File: src/rtl/ptct_pkg.sv
// Package: shared constants, types and state codes for the priority task scheduler.
package ptct_pkg;

  localparam int MAX_TASKS = 64;
  localparam int TIME_BITS = 32;
  localparam int IDX_W     = $clog2(MAX_TASKS);
  localparam int CNT_W     = IDX_W + 1;
  localparam int DONE_W    = 39;
  localparam int OUT_IDX_W = 6;
  localparam int IN_W      = 64;
  localparam int OUT_W     = 48;

  typedef enum logic [3:0] {
    ST_LOAD,
    ST_IDX,
    ST_ARR,
    ST_CMP_A,
    ST_CMP_F,
    ST_MAX,
    ST_ADD,
    ST_OUT_RD,
    ST_OUT
  } ptct_state_e;

  typedef struct packed {
    logic [DONE_W-1:0] a;
    logic [DONE_W-1:0] b;
  } ptct_opnd_t;

  typedef struct packed {
    logic              lt;
    logic [DONE_W-1:0] sum;
  } ptct_res_t;

endpackage

File: src/rtl/ptct_unit.sv
// Shared compare and saturating add unit for the scheduler.
module ptct_unit (
  input  ptct_pkg::ptct_opnd_t opnd_i,
  output ptct_pkg::ptct_res_t  res_o
);
  import ptct_pkg::*;

  logic [DONE_W:0] sum_full;

  assign sum_full = {1'b0, opnd_i.a} + {1'b0, opnd_i.b};

  always_comb begin
    res_o.lt  = (opnd_i.a < opnd_i.b);
    res_o.sum = sum_full[DONE_W] ? {DONE_W{1'b1}} : sum_full[DONE_W-1:0];
  end

endmodule

File: config.mk
export PLATFORM = sky130hd
export DESIGN_NAME = ptct_unit
export DESIGN_NICKNAME = d
export VERILOG_FILES = /design/src/rtl/ptct_pkg.sv /design/src/rtl/ptct_unit.sv
export SDC_FILE = /design/constraint.sdc
export NUM_CORES = 1
export LEC_CHECK = 0
export ABC_AREA = 1
export BUFFER_PORTS_ARGS = -buffer_cell sky130_fd_sc_hd__buf_2
export CORE_ASPECT_RATIO = 2
export CORE_UTILIZATION = 50
export DETAILED_ROUTE_END_ITERATION = 16
export PLACE_DENSITY = 0.78
export SLEW_MARGIN = 20
export SYNTH_ARGS = -nofsm -noshare
export SYNTH_HDL_FRONTEND = slang
export SYNTH_SLANG_ARGS = --single-unit
File: constraint.sdc
create_clock -name vclk -period 2.4
set_input_delay 0.24 -clock vclk [all_inputs]
set_output_delay 0.24 -clock vclk [all_outputs]
set_load 0.02 [all_outputs]
# --- After elaboration in Yosys (flattened, before gate mapping) ---
# Cells that the tools add are included.
word_totals:
  in_bits: 78
  reg_bits: 0
  out_inout_bits: 40
  elab_cells: 3
op_classes:
  mux: 1
  addsub: 1
  n_lt_le_gt_ge: 1
ops:
  columns: ["cell", "count"]
  rows:
  - ["$add 39x39->40", 1]
  - ["$lt 39x39->1", 1]
  - ["$mux 39", 1]

# --- Depth between registers and ports, before layout ---
depth:
  depth_word: 2
  mapped_depth: 15
  mapped_depth_nobuf: 15

# --- Worst setup path after synthesis ---
# Ideal clock, no wire load.
synth_path:
  path_type: "input to output"
  startpoint: "input port opnd_i[0] in the netlist's numbering"
  endpoint: "output port res_o[32] in the netlist's numbering"
  n_path_buf: 0
  path_stages: 14
  slack_ns: 0.347
  required_time_ns: 2.160
  arrival_ns: 1.813
  cell_sequence: "ha_1 -> inv_1 -> fa_1 -> nor2_1 -> nand2_1 -> nand2_1 -> nand3_1 -> nand2_1 -> nand2_1 -> nand2_1 -> nand2_1 -> nand2_1 -> nand2_1 -> nand3_1"
synth_lines:
  columns: ["item", "line", "rtl"]
  rows:
  - ["start: declaration", "ptct_unit.sv:3", "input ptct_pkg::ptct_opnd_t opnd_i,"]
  - ["end: declaration", "ptct_unit.sv:4", "output ptct_pkg::ptct_res_t res_o"]

==> metrics.txt <==
status complete, no violations; antenna viol nets, final 0; MaxCap Viol Count 0; count leader, synth nand2_1; Iteration-0 DRC Markers 279; antenna diode count 0; sequential cell area 0 um2; DR WL/cell 15.4 um; Synth top area share 23.2%; Max Freq roughly 420 MHz; Distinct cells, synth 33; largest area contributor in the netlist ha_1; layout cells sized above 1 31.9%; sequential group share of total power 0%; final core area utilization 71.6%; Max Slew Vio Count 0; grt total ovfl 0; Setup-failing EPs final 0; Placed Area 0.00538 mm2; sequential area share after synthesis 0%; Final Cycle Share 99.6%; Seq cells 0; vias in the first global route 5387; Power Density just under 300 mW/mm2; initial antenna violation count 0; GPL Wtd Cong between 1 and 1.5; crit path from opnd_i[19]; worst hold-check path type in -> out; clkbuf count 0; critical setup path kind in -> out; Crit. End Element primary output; gr usage total 37.0%; Final WS setup 0.00872 ns; vias per inst 5.32; Slew @ Worst Pin 0.570 ns; crit-path max FO 5; Max VDD drop 142 uV; Setup WS pre-CTS -0.0388 ns; Worst Path Required 2.16 ns; Residual DRC 0; Final Hold Viols 0; row count 47; first-pass iteration count of the detailed router 5; vias 5733; internal power 0.687 mW; port bufs 118; clock share of power 0%; first-pass GRT wire length 24600 um; switch share 60.6%; starting density of the core 51.2%; top-level I/O count 118; die area 0.00882 mm2; Die Ht 132 um; Syn Area/Cell 5.30 um2; final instance area 0.00589 mm2; Slowest-stage cell, CP ha_1; Rel. slew slack 61.6%; cell count after synthesis 794; Hold Startpoint opnd_i[0]; most instantiated cells after synthesis 229 x nand2_1, 163 x inv_1, 88 x nor2_1, 78 x ha_1, 53 x a21oi_1; Logic pwr share 100.0%; Worst EP arrival 2.15 ns; Cell Chain, Critical Path buf_2, inv_1, ha_1, nor2_2, inv_2, nor2_4, nand2_2, nor2_2, nand2_1, nand3_2, a21oi_4, buf_12, buf_12, nand3_1, buf_2; hpwl dp 13500 um; hold_ws just under 0.9 ns; post-synthesis cell area 0.00421 mm2; warnings from Yosys 0; Leak 3.40 nW; P&R area growth vs syn 39.9%; Core Region 0.00823 mm2; largest net degree at the start of global routing 21; max incr delay on CP ~0.34 ns; chip width 66.9 um; Final Critical Period 2.39 ns; startpoint types input pin; DRT Wirelength 16600 um; Final #Nets 1139; synth top area cells ha_1 23%, nand2_1 20%, inv_1 15%; Syn Nets roughly 950; switching power of the nets 1.06 mW
cells in the final DEF (no fill, tap or decap), types with 2 or more instances in the layout:
cell type and n:
nand2_1 215, nand3_2 3, inv_1 161, a21oi_2 10, o21bai_2 3, buf_12 3, a21oi_1 46, o21ai_2 2
inv_2 14, nor2_4 6, ha_2 8, a21oi_4 2, nor4_1 3, nand3_1 48, o21ai_1 4, nand2_2 25
o21a_1 3, nor3_1 6, ha_1 58, nor3_2 2, buf_4 76, nor2_1 63, o21bai_1 8, xor2_1 18
o21ai_0 21, buf_2 113, nand3b_1 3, nand4_1 7, clkbuf_16 2, nor2_2 25, ha_4 12
final timing paths:
kind | cells after the start | slack [ns] | to
setup / recovery | 15 | 0.009 | res_o[25]
hold / removal | 4 | 0.88 | res_o[0]
cell families (layout without fill, tap and decap cells):
| group | Yosys count | after routing | synth area share, % |
|---|---|---|---|
| AO/OA/AOI/OAI | 101 | 101 | 13.7 |
| buffers and inverters | 185 | 371 | 17.6 |
| AND/OR/NAND/NOR | 410 | 410 | 41.1 |
| adder cells (fa/ha/maj) | 79 | 79 | 23.6 |
| XOR/XNOR | 19 | 19 | 3.95 |
power groups by stage:
stage	clock network, mW	registers, mW	logic [mW]
3_5_place_dp	0	0	1.53
2_1_floorplan	0	0	0.942
4_1_cts	0	0	1.54
3_3_place_gp	0	0	1.51
6_report	0	0	1.74
5_1_grt	0	0	1.90
per-stage QoR:
| stage | TNS (ns) | std cells | total power [mW] |
|---|---|---|---|
| finish | 0 | 1078 | 1.74 |
| global route | -3.29 | 1078 | 1.90 |
| CTS | 0 | 1071 | 1.54 |
| detailed placement | -0.139 | 1071 | 1.53 |
| global placement | -0.0276 | 1071 | 1.51 |
| floorplan | 0 | 794 | 0.942 |
repair_timing:
action | CTS | global route
hold endpoints to repair | 0 | 0
gates resized for setup | 4 | 101
cloned | 0 | 2
endpoints found under the setup margin | 8 | 39
hold buffers | 0 | 0
pin swaps | 0 | 8
buffers inserted | 0 | 5
layout make-up:
type | count | area, um2
fill | 754 | 2340
inverter | 176 | 661
multi-input combinational | 609 | 3850
tap | 98 | 123
timing repair buffer | 195 | 1260
worst max-delay path, delay by kind of cell:
kind	cells	cell delay (ns)
adder cells (fa/ha/maj)	1	0.34
buffers and inverters	6	0.68
AO/OA/AOI/OAI	1	0.07
AND/OR/NAND/NOR	7	0.83
metal layers:
metal / vias up / routed length [um] / track usage, %
met1: 2520 / 5120 / 29.7
li1: 2822 / - / -
met3: 126 / 776 / 8.48
met5: - / 0 / 0
met2: 265 / 8700 / 67.6
met4: 0 / 1960 / 34.6
(Power assumes the default switching activity.)
